File: src/rtl/tdlex_pkg.sv
// Shared types, codes and the character classifier of the lexer block.
// No dependencies; every other file of the block but tdlex_if uses it.
`default_nettype none

package tdlex_pkg;

  localparam int LEXEME_MAX_DEF  = 20;
  localparam int QUEUE_DEPTH_DEF = 2;
  // Width of lexeme lengths and store addresses: covers LEXEME_MAX up to 63.
  localparam int LEN_W = 6;

  typedef enum logic [3:0] {
    CL_LETTER = 4'd0,
    CL_DIGIT  = 4'd1,
    CL_PLUS   = 4'd2,
    CL_MINUS  = 4'd3,
    CL_LPAREN = 4'd4,
    CL_RPAREN = 4'd5,
    CL_COMMA  = 4'd6,
    CL_SEMI   = 4'd7,
    CL_COLON  = 4'd8,
    CL_EQUAL  = 4'd9,
    CL_END    = 4'd10,
    CL_SPACE  = 4'd11,
    CL_OTHER  = 4'd12
  } char_class_t;

  typedef enum logic [3:0] {
    ST_START = 4'b0001,
    ST_IDENT = 4'b0010,
    ST_CONST = 4'b0100,
    ST_COLON = 4'b1000
  } scan_state_t;

  typedef enum logic [2:0] {
    PH_LEX = 3'b001,
    PH_S0  = 3'b010,
    PH_S1  = 3'b100
  } phase_t;

  localparam logic [3:0] TK_ERROR  = 4'd0;
  localparam logic [3:0] TK_IDENT  = 4'd1;
  localparam logic [3:0] TK_CONST  = 4'd2;
  localparam logic [3:0] TK_PLUS   = 4'd3;
  localparam logic [3:0] TK_MINUS  = 4'd4;
  localparam logic [3:0] TK_LPAREN = 4'd5;
  localparam logic [3:0] TK_RPAREN = 4'd6;
  localparam logic [3:0] TK_COMMA  = 4'd7;
  localparam logic [3:0] TK_SEMI   = 4'd8;
  localparam logic [3:0] TK_ASSIGN = 4'd9;
  localparam logic [3:0] TK_END    = 4'd10;

  localparam logic [7:0] CH_COLON = 8'h3A;
  localparam logic [7:0] CH_EQUAL = 8'h3D;

  // One plain (non-lexeme) result.
  typedef struct packed {
    logic       vld;
    logic [3:0] kind;
    logic [7:0] ch;
    logic       second;  // char_index 1 (second character of ":=")
    logic       has;
    logic       tend;
  } slot_t;

  // Work for the back end caused by one item: an optional lexeme run,
  // then up to two plain results.
  typedef struct packed {
    logic             flush;
    logic [3:0]       fkind;
    logic [LEN_W-1:0] flen;
    logic             ftrunc;
    slot_t            s0;
    slot_t            s1;
  } cmd_t;

  typedef struct packed {
    logic             en;
    logic [LEN_W-1:0] addr;
    logic [7:0]       data;
  } store_wr_t;

  function automatic char_class_t classify(logic [7:0] c, logic eot);
    char_class_t cl;
    cl = CL_OTHER;
    priority if (eot) begin
      cl = CL_END;
    end else if ((c >= 8'h41 && c <= 8'h5A) || (c >= 8'h61 && c <= 8'h7A)) begin
      cl = CL_LETTER;
    end else if (c >= 8'h30 && c <= 8'h39) begin
      cl = CL_DIGIT;
    end else begin
      unique case (c)
        8'h2B:   cl = CL_PLUS;
        8'h2D:   cl = CL_MINUS;
        8'h28:   cl = CL_LPAREN;
        8'h29:   cl = CL_RPAREN;
        8'h2C:   cl = CL_COMMA;
        8'h3B:   cl = CL_SEMI;
        CH_COLON: cl = CL_COLON;
        CH_EQUAL: cl = CL_EQUAL;
        8'h20, 8'h09, 8'h0A, 8'h0B, 8'h0C, 8'h0D: cl = CL_SPACE;
        default: cl = CL_OTHER;
      endcase
    end
    return cl;
  endfunction

  function automatic logic [3:0] single_kind(char_class_t cl);
    logic [3:0] k;
    unique case (cl)
      CL_PLUS:   k = TK_PLUS;
      CL_MINUS:  k = TK_MINUS;
      CL_LPAREN: k = TK_LPAREN;
      CL_RPAREN: k = TK_RPAREN;
      CL_COMMA:  k = TK_COMMA;
      CL_SEMI:   k = TK_SEMI;
      default:   k = TK_ERROR;
    endcase
    return k;
  endfunction

endpackage

`default_nettype wire

File: src/rtl/tdlex_if.sv
// Valid/ready channels of the lexer: character items in, token result items out.
// No dependencies.
`default_nettype none

interface tdlex_in_if;
  logic       valid;
  logic       ready;
  logic [7:0] char_code;
  logic       end_of_text;
  modport source (output valid, char_code, end_of_text, input ready);
  modport sink   (input valid, char_code, end_of_text, output ready);
endinterface

interface tdlex_out_if;
  logic       valid;
  logic       ready;
  logic [3:0] token_kind;
  logic [7:0] lexeme_char;
  logic [4:0] char_index;
  logic       has_char;
  logic       lexeme_truncated;
  logic       token_end;
  logic       last;
  modport source (output valid, token_kind, lexeme_char, char_index, has_char,
                  lexeme_truncated, token_end, last, input ready);
  modport sink   (input valid, token_kind, lexeme_char, char_index, has_char,
                  lexeme_truncated, token_end, last, output ready);
endinterface

`default_nettype wire

File: src/rtl/tdlex_front.sv
// Front end: accepts characters, classifies them, steps the scanner automaton
// and writes lexeme characters. Depends on tdlex_pkg and tdlex_if.
`default_nettype none

module tdlex_front #(
  parameter int LEXEME_MAX = tdlex_pkg::LEXEME_MAX_DEF
) (
  input  wire logic                 clk,
  input  wire logic                 rst,
  tdlex_in_if.sink                  chars,
  output tdlex_pkg::cmd_t           q_data,
  output logic                      q_push,
  input  wire logic                 q_space,
  input  wire logic                 lex_done,
  output tdlex_pkg::store_wr_t      wr
);

  tdlex_pkg::scan_state_t          state, state_next;
  logic [tdlex_pkg::LEN_W-1:0]     len, len_next;
  logic                            ovf, ovf_next;
  logic                            busy, busy_next;
  logic                            pend, pend_next;
  logic [7:0]                      pend_ch;
  tdlex_pkg::char_class_t          col;
  tdlex_pkg::cmd_t                 cmd;
  tdlex_pkg::slot_t                r;
  logic                            acc;
  logic                            rescan;
  logic [7:0]                      c;

  assign c           = chars.char_code;
  assign col         = tdlex_pkg::classify(chars.char_code, chars.end_of_text);
  // Hold off while a lexeme run is still being read out, a char is pending or the queue is full.
  assign chars.ready = !busy && !pend && q_space;
  assign acc         = chars.valid && chars.ready;

  always_comb begin
    state_next = state;
    len_next   = len;
    ovf_next   = ovf;
    busy_next  = busy;
    pend_next  = pend;
    cmd        = '0;
    r          = '0;
    wr         = '0;
    rescan     = 1'b0;

    if (lex_done) busy_next = 1'b0;

    // Write the deferred first character once the previous run is read out.
    if (pend && !busy) begin
      wr.en     = 1'b1;
      wr.addr   = '0;
      wr.data   = pend_ch;
      pend_next = 1'b0;
    end

    if (acc) begin
      unique case (state)
        tdlex_pkg::ST_IDENT, tdlex_pkg::ST_CONST: begin
          if (col == tdlex_pkg::CL_DIGIT ||
              (state == tdlex_pkg::ST_IDENT && col == tdlex_pkg::CL_LETTER)) begin
            if (len < tdlex_pkg::LEN_W'(LEXEME_MAX)) begin
              wr.en    = 1'b1;
              wr.addr  = len;
              wr.data  = c;
              len_next = len + tdlex_pkg::LEN_W'(1);
            end else begin
              ovf_next = 1'b1;
            end
          end else begin
            cmd.flush  = 1'b1;
            cmd.fkind  = (state == tdlex_pkg::ST_IDENT) ? tdlex_pkg::TK_IDENT
                                                        : tdlex_pkg::TK_CONST;
            cmd.flen   = len;
            cmd.ftrunc = ovf;
            busy_next  = 1'b1;
            len_next   = '0;
            ovf_next   = 1'b0;
            state_next = tdlex_pkg::ST_START;
            rescan     = 1'b1;
          end
        end
        tdlex_pkg::ST_COLON: begin
          state_next = tdlex_pkg::ST_START;
          if (col == tdlex_pkg::CL_EQUAL) begin
            cmd.s0.vld    = 1'b1;
            cmd.s0.kind   = tdlex_pkg::TK_ASSIGN;
            cmd.s0.ch     = tdlex_pkg::CH_COLON;
            cmd.s0.has    = 1'b1;
            cmd.s1.vld    = 1'b1;
            cmd.s1.kind   = tdlex_pkg::TK_ASSIGN;
            cmd.s1.ch     = tdlex_pkg::CH_EQUAL;
            cmd.s1.second = 1'b1;
            cmd.s1.has    = 1'b1;
            cmd.s1.tend   = 1'b1;
          end else begin
            cmd.s0.vld  = 1'b1;
            cmd.s0.kind = tdlex_pkg::TK_ERROR;
            cmd.s0.tend = 1'b1;
            rescan      = 1'b1;
          end
        end
        tdlex_pkg::ST_START: rescan = 1'b1;
        default: begin
          state_next = tdlex_pkg::ST_START;
          rescan     = 1'b1;
        end
      endcase

      if (rescan) begin
        unique case (col)
          tdlex_pkg::CL_LETTER, tdlex_pkg::CL_DIGIT: begin
            state_next = (col == tdlex_pkg::CL_LETTER) ? tdlex_pkg::ST_IDENT
                                                       : tdlex_pkg::ST_CONST;
            len_next   = tdlex_pkg::LEN_W'(1);
            ovf_next   = 1'b0;
            if (cmd.flush) begin
              pend_next = 1'b1;
            end else begin
              wr.en   = 1'b1;
              wr.addr = '0;
              wr.data = c;
            end
          end
          tdlex_pkg::CL_PLUS, tdlex_pkg::CL_MINUS, tdlex_pkg::CL_LPAREN,
          tdlex_pkg::CL_RPAREN, tdlex_pkg::CL_COMMA, tdlex_pkg::CL_SEMI: begin
            r.vld  = 1'b1;
            r.kind = tdlex_pkg::single_kind(col);
            r.ch   = c;
            r.has  = 1'b1;
            r.tend = 1'b1;
          end
          tdlex_pkg::CL_COLON: state_next = tdlex_pkg::ST_COLON;
          tdlex_pkg::CL_END: begin
            r.vld  = 1'b1;
            r.kind = tdlex_pkg::TK_END;
            r.tend = 1'b1;
          end
          tdlex_pkg::CL_SPACE: ;
          default: begin
            r.vld  = 1'b1;
            r.kind = tdlex_pkg::TK_ERROR;
            r.tend = 1'b1;
          end
        endcase
      end

      if (r.vld) begin
        if (cmd.s0.vld) cmd.s1 = r;
        else            cmd.s0 = r;
      end
    end
  end

  assign q_data = cmd;
  assign q_push = acc && (cmd.flush || cmd.s0.vld);

  always_ff @(posedge clk) begin
    if (rst) begin
      state <= tdlex_pkg::ST_START;
      len   <= '0;
      ovf   <= 1'b0;
      busy  <= 1'b0;
      pend  <= 1'b0;
    end else begin
      state <= state_next;
      len   <= len_next;
      ovf   <= ovf_next;
      busy  <= busy_next;
      pend  <= pend_next;
    end
  end

  always_ff @(posedge clk) begin
    if (acc) pend_ch <= c;
  end

endmodule

`default_nettype wire

File: src/rtl/tdlex_queue.sv
// Short command queue between the lexer front and back ends.
// Depends on tdlex_pkg.
`default_nettype none

module tdlex_queue #(
  parameter int DEPTH = tdlex_pkg::QUEUE_DEPTH_DEF
) (
  input  wire logic            clk,
  input  wire logic            rst,
  input  wire logic            push,
  input  wire tdlex_pkg::cmd_t push_data,
  output logic                 space,
  input  wire logic            pop,
  output tdlex_pkg::cmd_t      pop_data,
  output logic                 avail
);

  localparam int PW = (DEPTH > 1) ? $clog2(DEPTH) : 1;
  localparam int CW = $clog2(DEPTH + 1);

  tdlex_pkg::cmd_t   slots [DEPTH];
  logic [PW-1:0]     wp, rp;
  logic [CW-1:0]     cnt;

  assign space    = (cnt != CW'(DEPTH));
  assign avail    = (cnt != '0);
  assign pop_data = slots[rp];

  always_ff @(posedge clk) begin
    if (rst) begin
      wp  <= '0;
      rp  <= '0;
      cnt <= '0;
    end else begin
      if (push) wp <= (wp == PW'(DEPTH - 1)) ? '0 : wp + PW'(1);
      if (pop)  rp <= (rp == PW'(DEPTH - 1)) ? '0 : rp + PW'(1);
      priority if (push && !pop) cnt <= cnt + CW'(1);
      else if (pop && !push)     cnt <= cnt - CW'(1);
    end
  end

  always_ff @(posedge clk) begin
    if (push) slots[wp] <= push_data;
  end

endmodule

`default_nettype wire

File: src/rtl/tdlex_back.sv
// Back end: holds the lexeme store and plays out each queued command as
// result items through an output register. Depends on tdlex_pkg and tdlex_if.
`default_nettype none

module tdlex_back #(
  parameter int LEXEME_MAX = tdlex_pkg::LEXEME_MAX_DEF
) (
  input  wire logic                 clk,
  input  wire logic                 rst,
  input  wire tdlex_pkg::store_wr_t wr,
  input  wire logic                 q_avail,
  input  wire tdlex_pkg::cmd_t      q_data,
  output logic                      q_pop,
  output logic                      lex_done,
  tdlex_out_if.source               tokens
);

  localparam int AW = $clog2(LEXEME_MAX);

  logic [7:0]                   store [LEXEME_MAX];
  logic [7:0]                   rd_q;
  tdlex_pkg::cmd_t              cur;
  logic                         cur_vld;
  tdlex_pkg::phase_t            phase, phase_next;
  logic [tdlex_pkg::LEN_W-1:0]  idx, idx_next;
  logic                         adv;

  logic [3:0] res_kind;
  logic [7:0] res_ch;
  logic [4:0] res_idx;
  logic       res_has, res_trunc, res_tend, res_last, res_lex;

  logic       out_vld;
  logic [3:0] out_kind;
  logic [7:0] out_ch;
  logic [4:0] out_idx;
  logic       out_has, out_trunc, out_tend, out_last, out_lex;

  assign adv   = cur_vld && (!out_vld || tokens.ready);
  assign q_pop = q_avail && (!cur_vld || (adv && res_last));

  always_comb begin
    phase_next = phase;
    idx_next   = idx;
    res_kind   = tdlex_pkg::TK_ERROR;
    res_ch     = '0;
    res_idx    = '0;
    res_has    = 1'b0;
    res_trunc  = 1'b0;
    res_tend   = 1'b1;
    res_last   = 1'b1;
    res_lex    = 1'b0;
    lex_done   = 1'b0;
    unique case (phase)
      tdlex_pkg::PH_LEX: begin
        res_kind  = cur.fkind;
        res_idx   = idx[4:0];
        res_has   = 1'b1;
        res_trunc = cur.ftrunc;
        res_lex   = 1'b1;
        res_tend  = (idx == cur.flen - tdlex_pkg::LEN_W'(1));
        res_last  = res_tend && !cur.s0.vld;
        lex_done  = adv && res_tend;
        idx_next  = idx + tdlex_pkg::LEN_W'(1);
        if (res_tend) phase_next = tdlex_pkg::PH_S0;
      end
      tdlex_pkg::PH_S0: begin
        res_kind   = cur.s0.kind;
        res_ch     = cur.s0.ch;
        res_idx    = {4'b0000, cur.s0.second};
        res_has    = cur.s0.has;
        res_tend   = cur.s0.tend;
        res_last   = !cur.s1.vld;
        phase_next = tdlex_pkg::PH_S1;
      end
      tdlex_pkg::PH_S1: begin
        res_kind = cur.s1.kind;
        res_ch   = cur.s1.ch;
        res_idx  = {4'b0000, cur.s1.second};
        res_has  = cur.s1.has;
        res_tend = cur.s1.tend;
      end
      default: ;
    endcase
  end

  always_ff @(posedge clk) begin
    if (rst) begin
      cur_vld <= 1'b0;
      phase   <= tdlex_pkg::PH_LEX;
      idx     <= '0;
      out_vld <= 1'b0;
    end else begin
      if (q_pop) begin
        cur_vld <= 1'b1;
        phase   <= q_data.flush ? tdlex_pkg::PH_LEX : tdlex_pkg::PH_S0;
        idx     <= '0;
      end else if (adv) begin
        phase <= phase_next;
        idx   <= idx_next;
        if (res_last) cur_vld <= 1'b0;
      end
      if (adv)               out_vld <= 1'b1;
      else if (tokens.ready) out_vld <= 1'b0;
    end
  end

  always_ff @(posedge clk) begin
    if (q_pop) cur <= q_data;
    if (adv) begin
      out_kind  <= res_kind;
      out_ch    <= res_ch;
      out_idx   <= res_idx;
      out_has   <= res_has;
      out_trunc <= res_trunc;
      out_tend  <= res_tend;
      out_last  <= res_last;
      out_lex   <= res_lex;
    end
  end

  // Lexeme store: one write port from the front, one registered read port.
  always_ff @(posedge clk) begin
    if (wr.en) store[wr.addr[AW-1:0]] <= wr.data;
    if (adv && phase == tdlex_pkg::PH_LEX) rd_q <= store[idx[AW-1:0]];
  end

  assign tokens.valid            = out_vld;
  assign tokens.token_kind       = out_kind;
  assign tokens.lexeme_char      = out_lex ? rd_q : out_ch;
  assign tokens.char_index       = out_idx;
  assign tokens.has_char         = out_has;
  assign tokens.lexeme_truncated = out_trunc;
  assign tokens.token_end        = out_tend;
  assign tokens.last             = out_last;

endmodule

`default_nettype wire

File: src/rtl/table_driven_lexer_dfa_top.sv
// Top level of the table-driven lexer: front end, command queue, back end.
// Depends on tdlex_pkg, tdlex_if, tdlex_front, tdlex_queue and tdlex_back.
//
// Usage:
//   chars  - one item per input character (char_code) or end-of-text mark.
//   tokens - result items, one per lexeme character; error and end tokens
//            give one item with has_char low. token_end marks the final item
//            of a token, last the final item caused by one input item.
//   An item moves when valid and ready are both high at a rising clk edge.
// Flow:
//   The front takes one character per cycle while the queue has room.
//   A single-character token passes through the command queue, the current
//   command register and the output register before it reaches tokens. A
//   finished identifier or constant of N stored characters plays out as N
//   items at one item per cycle while tokens.ready is high; the front takes
//   no new character until the last of them is read, nor, when the ending
//   character starts a new lexeme, until that character is written.
// Reset (rst, synchronous): scanner back at the start state, queue and
//   output register empty. The lexeme store is not cleared; no clearing pass.
// Stall: when tokens.ready is low the output register holds its item, the
//   back end stops, the queue fills and then chars.ready drops.
`default_nettype none

module table_driven_lexer_dfa_top #(
  parameter int LEXEME_MAX  = tdlex_pkg::LEXEME_MAX_DEF,
  parameter int QUEUE_DEPTH = tdlex_pkg::QUEUE_DEPTH_DEF
) (
  input  wire logic   clk,
  input  wire logic   rst,
  tdlex_in_if.sink    chars,
  tdlex_out_if.source tokens
);

  tdlex_pkg::cmd_t       push_data, pop_data;
  tdlex_pkg::store_wr_t  wr;
  logic                  push, space, pop, avail;
  logic                  lex_done;

  // Classify and step the automaton; write lexeme characters into the store.
  tdlex_front #(.LEXEME_MAX(LEXEME_MAX)) u_front (
    .clk      (clk),
    .rst      (rst),
    .chars    (chars),
    .q_data   (push_data),
    .q_push   (push),
    .q_space  (space),
    .lex_done (lex_done),
    .wr       (wr)
  );

  // Decouple the two ends so each can stall on its own.
  tdlex_queue #(.DEPTH(QUEUE_DEPTH)) u_queue (
    .clk       (clk),
    .rst       (rst),
    .push      (push),
    .push_data (push_data),
    .space     (space),
    .pop       (pop),
    .pop_data  (pop_data),
    .avail     (avail)
  );

  // Play out lexeme runs and plain results.
  tdlex_back #(.LEXEME_MAX(LEXEME_MAX)) u_back (
    .clk      (clk),
    .rst      (rst),
    .wr       (wr),
    .q_avail  (avail),
    .q_data   (pop_data),
    .q_pop    (pop),
    .lex_done (lex_done),
    .tokens   (tokens)
  );

  // Items without a character are single-item tokens at index zero.
  a_nochar_single: assert property (@(posedge clk) disable iff (rst)
    (tokens.valid && !tokens.has_char) |-> (tokens.token_end && tokens.char_index == 5'd0))
    else $error("character-less item is not a complete token at index zero");

  // Identifier and constant items always carry a lexeme character.
  a_lexeme_has_char: assert property (@(posedge clk) disable iff (rst)
    (tokens.valid && (tokens.token_kind == tdlex_pkg::TK_IDENT ||
                      tokens.token_kind == tdlex_pkg::TK_CONST)) |-> tokens.has_char)
    else $error("lexeme item without character");

  // The front must never write the store while the last character of a run is read.
  a_store_quiet: assert property (@(posedge clk) disable iff (rst)
    wr.en |-> !lex_done)
    else $error("lexeme store written while its last character is read");

endmodule

`default_nettype wire
File: src/flat_wrapper.sv
// flat-port wrapper written by rule: the top's interface ports become plain ports
module table_driven_lexer_dfa_top_flat 
#(
  parameter int LEXEME_MAX  = tdlex_pkg::LEXEME_MAX_DEF,
  parameter int QUEUE_DEPTH = tdlex_pkg::QUEUE_DEPTH_DEF
)
  (clk, rst, chars_valid, chars_char_code, chars_end_of_text, chars_ready, tokens_valid, tokens_token_kind, tokens_lexeme_char, tokens_char_index, tokens_has_char, tokens_lexeme_truncated, tokens_token_end, tokens_last, tokens_ready);
  tdlex_in_if chars_i ();
  tdlex_out_if tokens_i ();
  input  wire logic clk;
  input  wire logic rst;
  input wire logic [$bits(chars_i.valid)-1:0] chars_valid;
  input wire logic [$bits(chars_i.char_code)-1:0] chars_char_code;
  input wire logic [$bits(chars_i.end_of_text)-1:0] chars_end_of_text;
  output wire logic [$bits(chars_i.ready)-1:0] chars_ready;
  output wire logic [$bits(tokens_i.valid)-1:0] tokens_valid;
  output wire logic [$bits(tokens_i.token_kind)-1:0] tokens_token_kind;
  output wire logic [$bits(tokens_i.lexeme_char)-1:0] tokens_lexeme_char;
  output wire logic [$bits(tokens_i.char_index)-1:0] tokens_char_index;
  output wire logic [$bits(tokens_i.has_char)-1:0] tokens_has_char;
  output wire logic [$bits(tokens_i.lexeme_truncated)-1:0] tokens_lexeme_truncated;
  output wire logic [$bits(tokens_i.token_end)-1:0] tokens_token_end;
  output wire logic [$bits(tokens_i.last)-1:0] tokens_last;
  input wire logic [$bits(tokens_i.ready)-1:0] tokens_ready;
  assign chars_i.valid = chars_valid;
  assign chars_i.char_code = chars_char_code;
  assign chars_i.end_of_text = chars_end_of_text;
  assign chars_ready = chars_i.ready;
  assign tokens_valid = tokens_i.valid;
  assign tokens_token_kind = tokens_i.token_kind;
  assign tokens_lexeme_char = tokens_i.lexeme_char;
  assign tokens_char_index = tokens_i.char_index;
  assign tokens_has_char = tokens_i.has_char;
  assign tokens_lexeme_truncated = tokens_i.lexeme_truncated;
  assign tokens_token_end = tokens_i.token_end;
  assign tokens_last = tokens_i.last;
  assign tokens_i.ready = tokens_ready;
  table_driven_lexer_dfa_top #(.LEXEME_MAX(LEXEME_MAX), .QUEUE_DEPTH(QUEUE_DEPTH)) u_core (.clk(clk), .rst(rst), .chars(chars_i), .tokens(tokens_i));
endmodule
File: config.mk
export PLATFORM = sky130hd
export DESIGN_NAME = table_driven_lexer_dfa_top_flat
export DESIGN_NICKNAME = d
export VERILOG_FILES = /design/src/rtl/tdlex_pkg.sv /design/src/rtl/tdlex_if.sv /design/src/rtl/tdlex_front.sv /design/src/rtl/tdlex_queue.sv /design/src/rtl/tdlex_back.sv /design/src/rtl/table_driven_lexer_dfa_top.sv /design/src/flat_wrapper.sv
export SDC_FILE = /design/constraint.sdc
export NUM_CORES = 1
export LEC_CHECK = 0
export ABC_AREA = 1
export BUFFER_PORTS_ARGS = -buffer_cell sky130_fd_sc_hd__buf_2
export CORE_UTILIZATION = 45
export CTS_BUF_LIST = sky130_fd_sc_hd__clkbuf_4 sky130_fd_sc_hd__clkbuf_8
export DETAILED_ROUTE_END_ITERATION = 10
export GPL_ROUTABILITY_DRIVEN = 1
export REMOVE_ABC_BUFFERS = 1
export SLEW_MARGIN = 10
export SYNTH_ARGS = -nofsm -noshare
export SYNTH_HDL_FRONTEND = slang
export SYNTH_SLANG_ARGS = --single-unit
File: constraint.sdc
create_clock -name clk -period 4.9 [get_ports clk]
set_clock_uncertainty 0.1 [all_clocks]
set_input_delay 0.98 -clock clk [delete_from_list [all_inputs] [get_ports clk]]
set_output_delay 0.98 -clock clk [all_outputs]
set_load 0.05 [all_outputs]
-- Word level (Yosys, flattened, before mapping)
Memories as Yosys holds them, arrays and structs flattened. A register that Yosys moved wholly into a read port is not among the register bits.
Index checks and enable logic that the tools add are counted.
- add/subtract/negate cells: 7
- multipliers: 0
- div/mod/pow operators: 0
- magnitude comparators: 7
- eq/ne operators: 21
- shift-type cells: 0
- multiplexer cells: 92
- bitwise logic cells: 0
- reduce and logical (&&, ||, !) cells: 46
- operators by type and width (kind ; count):
    15-bit 2-to-1 mux ; 9
    13-bit 2-to-1 mux ; 4
    44-bit 2-to-1 mux ; 1
    12-bit 2-to-1 mux ; 3
    6-bit 2-to-1 mux ; 6
    1-bit 2-to-1 mux ; 35
    16-bit 2-to-1 mux ; 2
    32-bit 2-to-1 mux ; 1
    5-bit case mux with 3 select lines ; 2
    4-bit 2-to-1 mux ; 7
    4-bit case mux with 6 select lines ; 1
    4-bit by 3-bit equality test with 1-bit output, second input constant ; 5
    4-bit equality test, second input constant ; 5
    18-bit 2-to-1 mux ; 1
    1-bit logical AND ; 17
    8-bit by 7-bit greater-or-equal comparator with 1-bit output, second input constant ; 2
    8-bit by 7-bit <= comparator with 1-bit output, second input constant ; 2
    8-bit 2-to-1 mux ; 2
    4-bit case mux with 2 select lines ; 2
    8-bit case mux with 2 select lines ; 1
    6-bit by 1-bit adder with 6-bit output, second input constant ; 2
    4-bit by 2-bit equality test with 1-bit output, second input constant ; 3
    3-bit 2-to-1 mux ; 4
    4-bit case mux with 3 select lines ; 1
    other kinds (29) ; 55
- register bits after elaboration: 101
- latch bits: 0
- memory bits (writable): 248
- ROM bits: 256
- bits of input ports: 13
- memories kept: 3
- memories (name ; words ; width ; read ports ; clocked after Yosys merged registers in ; wr ports ; line ; text):
    (name not given) ; 64 ; 4 ; 1 ; 0 ; 0 ; tdlex_pkg.sv:93 ; unique case (c)
    u_core.u_back.store ; 20 ; 8 ; 1 ; 1 ; 1 ; tdlex_back.sv:20 ; logic [7:0] store [LEXEME_MAX];
    u_core.u_queue.slots ; 2 ; 44 ; 1 ; 1 ; 1 ; tdlex_queue.sv:21 ; tdlex_pkg::cmd_t slots [DEPTH];

-- Logic depth before layout (Yosys ltp)
Gate-level depths: netlist of run 1.
- word-level depth: 22
- mapped depth: 22
- mapped depth without buffers: 21

-- By module
A second synthesis of run 1 with hierarchy kept.
- cell total of the unflattened synthesis: 1220
- area total of the unflattened synthesis: 15352.2 um^2
- modules (own cells, without submodules) (module ; instances ; cells each ; area each (um^2)):
    tdlex_back ; 1 ; 706 ; 9615.5
    tdlex_queue ; 1 ; 170 ; 3606.0
    tdlex_front ; 1 ; 344 ; 2130.8

-- Worst setup path before layout of run 1
OpenSTA, ideal clock, no wires.
- kind: input -> register
- start: in chars_char_code[4]
- end: mem u_core.u_queue.slots[1][0] in the netlist's numbering, enable pin
- library setup time: 0.396 ns
- arrival: 3.339 ns
- path slack: 1.066 ns
- stages: 17
- path through: buf_2 > nand2_2 > nor2_2 > nand2_1 > nand2_1 > nand2_1 > nand2_2 > nand3_2 > nor2_8 > nor2_4 > nand2_1 > nand2_1 > nor2_2 > nand3_2 > nand3_2 > nand2_1 > inv_1
- cells in the longest elaborated chain, start to end: 19
- ends and longest elaborated chain (element ; line ; text):
    from (decl) ; flat_wrapper.sv:13 ; input wire logic [$bits(chars_i.char_code)-1:0] chars_char_code;
    memory 64 x 4 bit (tied with other cells) ; - ;
    4-bit 2-to-1 mux (tied with other cells) ; tdlex_pkg.sv:93 ;
    4-bit 2-to-1 mux / 1-bit logical OR (equally long branches) ; tdlex_pkg.sv:90, tdlex_pkg.sv:88 ;
    4-bit 2-to-1 mux * ; tdlex_pkg.sv:88 ; end else if ((c >= 8'h41 && c <= 8'h5A) || (c >= 8'h61 && c <= 8'h7A)) begin
    4-bit 2-to-1 mux * ; tdlex_pkg.sv:86 ; priority if (eot) begin
    4-bit logical NOT ; tdlex_front.sv:62, tdlex_front.sv:112 ;
    1-bit logical AND ; tdlex_front.sv:62 ; (state == tdlex_pkg::ST_IDENT && col == tdlex_pkg::CL_LETTER)) begin
    1-bit logical OR ; tdlex_front.sv:61 ; if (col == tdlex_pkg::CL_DIGIT ||
    [... 3 more ...] ; - ;
    13-bit 2-to-1 mux ; tdlex_front.sv:111 ; if (rescan) begin
    13-bit 2-to-1 mux ; tdlex_front.sv:58 ; if (acc) begin
    32-bit 2-to-1 mux ; tdlex_front.sv:149 ; if (r.vld) begin
    44-bit 2-to-1 mux * ; tdlex_front.sv:58 ;
    1-bit logical OR * ; tdlex_front.sv:157 ; assign q_push = acc && (cmd.flush || cmd.s0.vld);
    1-bit logical AND * ; tdlex_front.sv:157 ;
    1-bit 2-to-1 mux * ; tdlex_queue.sv:43 ; if (push) slots[wp] <= push_data;
    1-bit 2-to-1 mux (not written as such) * ; tdlex_queue.sv:43 ;
    to (decl) ; tdlex_queue.sv:21 ;
Every way passes the cells marked *; elsewhere a longest branch is shown, timed or not. The select of a mux whose other input is x is not followed.

-- Final worst setup path of run 1
- start: reg u_core.u_back.idx[2] in the netlist's numbering
- end: reg u_core.u_back.cur[28] in the netlist's numbering, enable pin
- cells in the longest elaborated chain, start to end: 6
- ends and longest elaborated chain (element ; line ; text):
    from (decl) ; tdlex_back.sv:25 ; logic [tdlex_pkg::LEN_W-1:0] idx, idx_next;
    from (signal assigned) ; tdlex_back.sv:100 ; idx <= idx_next;
    6-bit equality test ; tdlex_back.sv:61 ; res_tend = (idx == cur.flen - tdlex_pkg::LEN_W'(1));
    1-bit logical AND ; tdlex_back.sv:62 ; res_last = res_tend && !cur.s0.vld;
    1-bit case mux with 2 select lines ; tdlex_back.sv:54 ; unique case (phase)
    net u_core.u_back.res_last ; tdlex_back.sv:31 ; logic res_has, res_trunc, res_tend, res_last, res_lex;
    1-bit logical AND ; tdlex_back.sv:40 ; assign q_pop = q_avail && (!cur_vld || (adv && res_last));
    1-bit logical OR ; tdlex_back.sv:40 ;
    1-bit logical AND ; tdlex_back.sv:40 ;
    net u_core.pop ; table_driven_lexer_dfa_top.sv:36 ; logic push, space, pop, avail;
    to (signal assigned) ; tdlex_back.sv:109 ; if (q_pop) cur <= q_data;
    to (decl) ; tdlex_back.sv:22 ; tdlex_pkg::cmd_t cur;
The timed path passes the listed nets, and every way through them passes these cells.
A chain may end at the register's enable or synchronous reset.

==> run metrics, run 1 <==
gp weighted congestion ~0.85; worst-skew pair later-pin latency around 600 ps; Syn Std Cell Area between 10000 and 15000 um2; Die ar. around 33000 um2; Tightest Pin Transition ~1000 ps; vias after detailed routing 9158; core area roughly 32000 um2; number of routed nets with antenna violations 0; adder-cell share of the synthesized area 0.426%; count of pins over their slew limit 0; Max Cap Viol 0; f_max ~0.27 GHz; fraction of layout cells with a size suffix above 1 about a fifth; hold_buf cts 0; average footprint of a synthesized cell 12.5 um2; top_reg_cell synth edfxtp_1; fin crit share between 70% and 80%; grt ovf 0; Post-Synth Simple-Gate Area between 10% and 20%; Max VDD drop 0.000250 V; Startpoint Class register; CTS Sinks 349; initial core utilization between 40% and 50%; Finished Layout Cells ~1700; Vias/cell roughly 5.3; main combinational cell family by area after synthesis simple AND/OR/NAND/NOR gates; Clk pin slew, worst setup/hold paths approximately 60 ps; largest net degree at the start of global routing between 80 and 90; row cnt 65; Distinct cells, synth 52; HPWL after DPL ~21000 um; Total Routed Length around 33000 um; clk buf depth 3; Synth Area in XOR/XNOR 0.775%; Layout area overhead 13.2%; Util after Layout between 50 and 60%; CP Data Required Time between 5000 and 6000 ps; Synth Warn # 0; Hold WC Path Type register to register; Num CTS Buffers 56; Synth Instances roughly 1200; initial antenna violation count 0; Die W between 150 and 200 um; status complete, no violations; post-CTS setup buffers 0; RSZ-0062 raised after global routing no; global-route wire length before repair between 50000 and 60000 um; largest fanout on the critical path 31; Die Span Y around 180 um; Synth Area in Compound Gates 8.55%; Fin. Hold Viols 0; endpoints failing setup 0; clock root buffer master clkbuf_8; Pwr Density approximately 500 nW/um2; Total GRT Usage between 20% and 30%; Worst EP arrival between 3000 and 4000 ps; leakage between 5 and 6 nW; setup TNS 0 ps; CP endpoint kind register; CTS tree built; nets@finish 1274; multiplexer share of the synthesized area roughly 3.7%; final worst setup slack ~1200 ps; DR iter-0 viols between 700 and 800; Seq/Total Area, Yosys 69.4%; CTS resizes 0; Avg WL per Cell around 19 um; Buffers on Ports 35; drt first pass iters 5; Period minus WS final ~3700 ps; Residual DRC 0; Post-synth EDFFs 320; asr flop ratio synth 0%; H-tree Lvls 2; Synth Register Bits between 300 and 400; Ports 36; slew margin rel. 32.0%; pre-CTS setup slack a little over 700 ps; vias in the first global route about 9000; WS Path Type register to register; placed cells ~1600
routing by layer:
metal | global-route usage [%] | wire [um]
met2 | 31.8 | 15400
met4 | 5.34 | 520
met1 | 28.8 | 15200
met3 | 3.67 | 2040
met5 | 0 | 0
power breakdown:
group          leakage, nW  switching [mW]  internal (mW)
Sequential            3.20           0.151           3.78
Combinational         2.16            1.28          0.569
Clock                0.607            1.14           1.41
cells in the mapped netlist (13+ instances only):
cell	number	area [um2]
a21oi_1	34	170
clkbuf_1	42	158
dfxtp_1	29	581
edfxtp_1	320	9610
inv_1	70	263
mux2_2	48	541
nand2_1	161	604
nand3_1	37	185
nor2_1	159	597
o21ai_0	87	435
o221ai_1	13	114
o22ai_1	21	131
layout make-up:
class	instances	area [um2]
tap	435	544
clock inverter	31	250
clock buffer	72	891
antenna	1	2.50
sequential	349	10200
multi-input combinational	701	4010
timing repair buffer	63	410
inverter	85	325
fill	2745	15200
path summary, 6_finish.rpt:
| check | from | endpoint | slack [ps] | cells past startpoint |
|---|---|---|---|---|
| worst min register to register | u_core.u_front.ovf | u_core.u_front.ovf | 380 | 2 |
| worst max register to register | u_core.u_back.idx[2] | u_core.u_back.cur[28] | 1200 | 12 |
| worst min-delay path | u_core.u_front.ovf | u_core.u_front.ovf | 380 | 2 |
| worst max-delay path | u_core.u_back.idx[2] | u_core.u_back.cur[28] | 1200 | 12 |
registers in the layout, indices dropped and copies added, names as in the netlist, 6 cells and up, named ones only:
| signal | cells |
|---|---|
| u_core.u_back.idx | 6 |
| u_core.u_front.len | 6 |
| u_core.u_back.out_ch | 8 |
| u_core.u_back.cur | 40 |
| u_core.u_back.store | 160 |
| u_core.u_queue.slots | 82 |
| u_core.u_front.pend_ch | 8 |
| u_core.u_back.rd_q | 8 |
cells in the final DEF, fill, tap and decap left out, types with 14 or more instances in the layout:
cell	instances
edfxtp_1	320
nand2_1	161
nor2_1	158
o21ai_0	87
inv_1	69
clkbuf_8	56
mux2_2	48
nand3_1	37
buf_2	35
a21oi_1	34
dfxtp_1	27
buf_4	26
o22ai_1	21
clkbuf_4	16
clkinv_1	14
worst max-delay path, stage by stage (launching register included):
cell      delay [ps]
dfxtp_1          710
clkinv_1         450
xor2_1           260
nor4_1           200
nand3_1          110
nor2_1           270
nand2_1           90
nand3_1          120
nand2_1           60
nand2_1          110
nand2_2          140
inv_1            420
buf_12           270
logic make-up (layout without fill, tap and decap cells):
logic type,after synthesis,count (layout)
and+or+nand+nor,421,421
xor gates and xnor gates,13,13
muxes,48,48
buffers and inverters,135,251
AOI/OAI and AO/OA,206,206
adders and majority gates,5,5
DFF,349,349
other,1,9
metrics by stage:
step           cell area [um2]  hold slack [ps]  power [mW]
2_1_floorplan            14500              331        5.24
3_3_place_gp             15500              366        5.84
3_5_place_dp             15500              368        5.86
4_1_cts                  16600              385        8.41
5_1_grt                  16600              429        8.72
6_report                 16600              384        8.33
Note: power is estimated with default switching activity, not from simulation.
==> inputs of run 2 (changes only) <==
==> constraint.sdc (replaced) <==
create_clock -name clk -period 3.25 [get_ports clk]
set_clock_uncertainty 0.1 [all_clocks]
set_input_delay 0.65 -clock clk [delete_from_list [all_inputs] [get_ports clk]]
set_output_delay 0.65 -clock clk [all_outputs]
set_load 0.05 [all_outputs]
==> run metrics, run 2 (synthesized netlist as in run 1, its figures left out) <==
Pwr Density 735 nW/um2 (+47%); core area 31800 um2 (unchanged); nets@finish 1333 (+4.6%); row cnt 65 (unchanged); Worst EP arrival 3140 ps (-730 ps); endpoints failing setup 0 (unchanged); WS Path Type register to register; HPWL after DPL 21200 um (+0.98%); RSZ-0062 raised after global routing no; leakage 6.29 nW (+5.3%); Clk pin slew, worst setup/hold paths 60 ps (about the same); CTS Sinks 349 (unchanged); Fin. Hold Viols 0 (unchanged); count of pins over their slew limit 0 (unchanged); final worst setup slack 275 ps (-928 ps); Period minus WS final 2980 ps (-722 ps); Num CTS Buffers 58 (+3.6%); Clk network pwr share 30.2% (-0.3 points); vias in the first global route 9119 (+1.6%); setup TNS 0 ps (unchanged); H-tree Lvls 2 (unchanged); Critical R2R Launch u_core.u_back.cur[33]; fin crit share 91.5% (+16 points); Vias/cell 5.21 (-1.2%); largest fanout on the critical path 41 (+32%); status complete, no violations; most frequent cells in the layout 320 x edfxtp_1, 161 x nand2_1, 159 x nor2_1; Ant. Diodes 0 (-1); Startpoint Class register; Hold Path Depth 1 (-1); clk buf depth 3 (unchanged); switching pwr 3.85 mW (+50%); CTS tree built; Max VDD drop 0.000383 V (+53%); pre-CTS setup slack -72.8 ps (-789 ps); CTS resizes 0 (unchanged); Hold Startpoint chars_char_code[7]; R2R Path End u_core.u_back.cur[29]; r2r setup slk 270 ps (-930 ps); Max Cap Viol 0 (unchanged); largest net degree at the start of global routing 84 (+1.2%); Hold Path End u_core.u_front.pend_ch[7]; Ports 36 (unchanged); Comb pwr share 22.6% (+0.4 points); global-route wire length before repair 51100 um (about the same); initial antenna violation count 0 (unchanged); Hold WC Path Type primary input to register; CP Data Required Time 3410 ps (-1670 ps); Residual DRC 0 (unchanged); power share of the sequential group 47.2% (about the same); Die W 183 um (unchanged); DR iter-0 viols 617 (-19%); Buffers on Ports 35 (unchanged); Tightest Pin Transition 647 ps (-372 ps); Die ar. 33400 um2 (unchanged); max reg flops 160 (unchanged); most common library cell in the layout ignoring fill and taps edfxtp_1; switch share 30.5% (-0.36 points); Total GRT Usage 20.1% (-0.028 points); initial core utilization 46.2% (unchanged); R2R cell count 14 (+2); number of routed nets with antenna violations 0 (unchanged); vias after detailed routing 9358 (+2.2%); f_max 0.336 GHz (+24%); worst-skew pair later-pin latency 590 ps (about the same); clock root buffer master clkbuf_8; hold_buf cts 0 (unchanged); grt ovf 0 (unchanged); Total Routed Length 33200 um (+0.48%); Layout area overhead 17.0%; drt first pass iters 5 (unchanged); internal power 8.78 mW (+52%); post-CTS setup buffers 0 (unchanged); Die Span Y 183 um (unchanged); Avg WL per Cell 18.5 um (-2.8%); gp weighted congestion 0.832 (-1.7%); slew margin rel. 56.7% (+25 points); fraction of layout cells with a size suffix above 1 24.3% (+3.3 points); CP endpoint kind register
## run 2: how the worst max path moves through the flow
stage / startpoint / end / slack (ps)
floorplan: u_core.u_queue.cnt[0] / u_core.u_queue.slots[1][0] / -1400
global placement: chars_char_code[0] / u_core.u_back.store[11][1] / -30
detailed placement: chars_char_code[4] / u_core.u_back.store[11][7] / -70
CTS: u_core.u_back.cur[33] / u_core.u_back.cur[5] / 280
global route: u_core.u_back.cur[33] / u_core.u_queue.cnt[1] / 10
finish: u_core.u_back.cur[33] / u_core.u_back.cur[29] / 270
## run 2: per-stage QoR
step	total power, mW	hold WS, ps	area, um2	cells	util [%]
finish	12.6	217	17200	1796	54.0
global route	13.2	199	17200	1796	54.0
CTS	12.7	186	17200	1796	54.0
detailed placement	8.92	372	16000	1690	50.4
global placement	8.87	374	16000	1690	50.4
floorplan	7.89	331	14500	1135	-
## run 2: routing by layer
metal / GRT usage (%) / wire (um) / up-vias
met5: 0 / 0 / -
met4: 5.78 / 542 / 0
met3: 3.01 / 1660 / 50
met2: 32.2 / 15600 / 249
met1: 28.5 / 15500 / 4562
li1: - / - / 4497
## run 2: critical path, stage by stage (launching register included)
cell and delay (ps):
edfxtp_1 420, inv_1 100, ha_1 250, xnor2_1 130, nor4_1 320, nand3_1 120
nor2_1 180, nand2_1 80, nand3_1 120, nand2_1 70, nand2_1 110, nand2_2 90
buf_4 180, inv_1 100, buf_12 260
## run 2: final cells by class
cell class / count / area [um2]
fill: 2680 / 14600
sequential: 349 / 10200
multi-input combinational: 701 / 4000
clock buffer: 86 / 1010
timing repair buffer: 120 / 963
tap: 435 / 544
inverter: 85 / 325
clock inverter: 20 / 146
## run 2: power by group through the flow
| stage | combinational (mW) | sequential [mW] | clock, mW |
|---|---|---|---|
| floorplan | 1.62 | 6.28 | 0 |
| global placement | 2.84 | 6.03 | 0 |
| detailed placement | 2.87 | 6.05 | 0 |
| CTS | 2.88 | 5.96 | 3.89 |
| global route | 3.10 | 6.02 | 4.08 |
| finish | 2.85 | 5.96 | 3.81 |
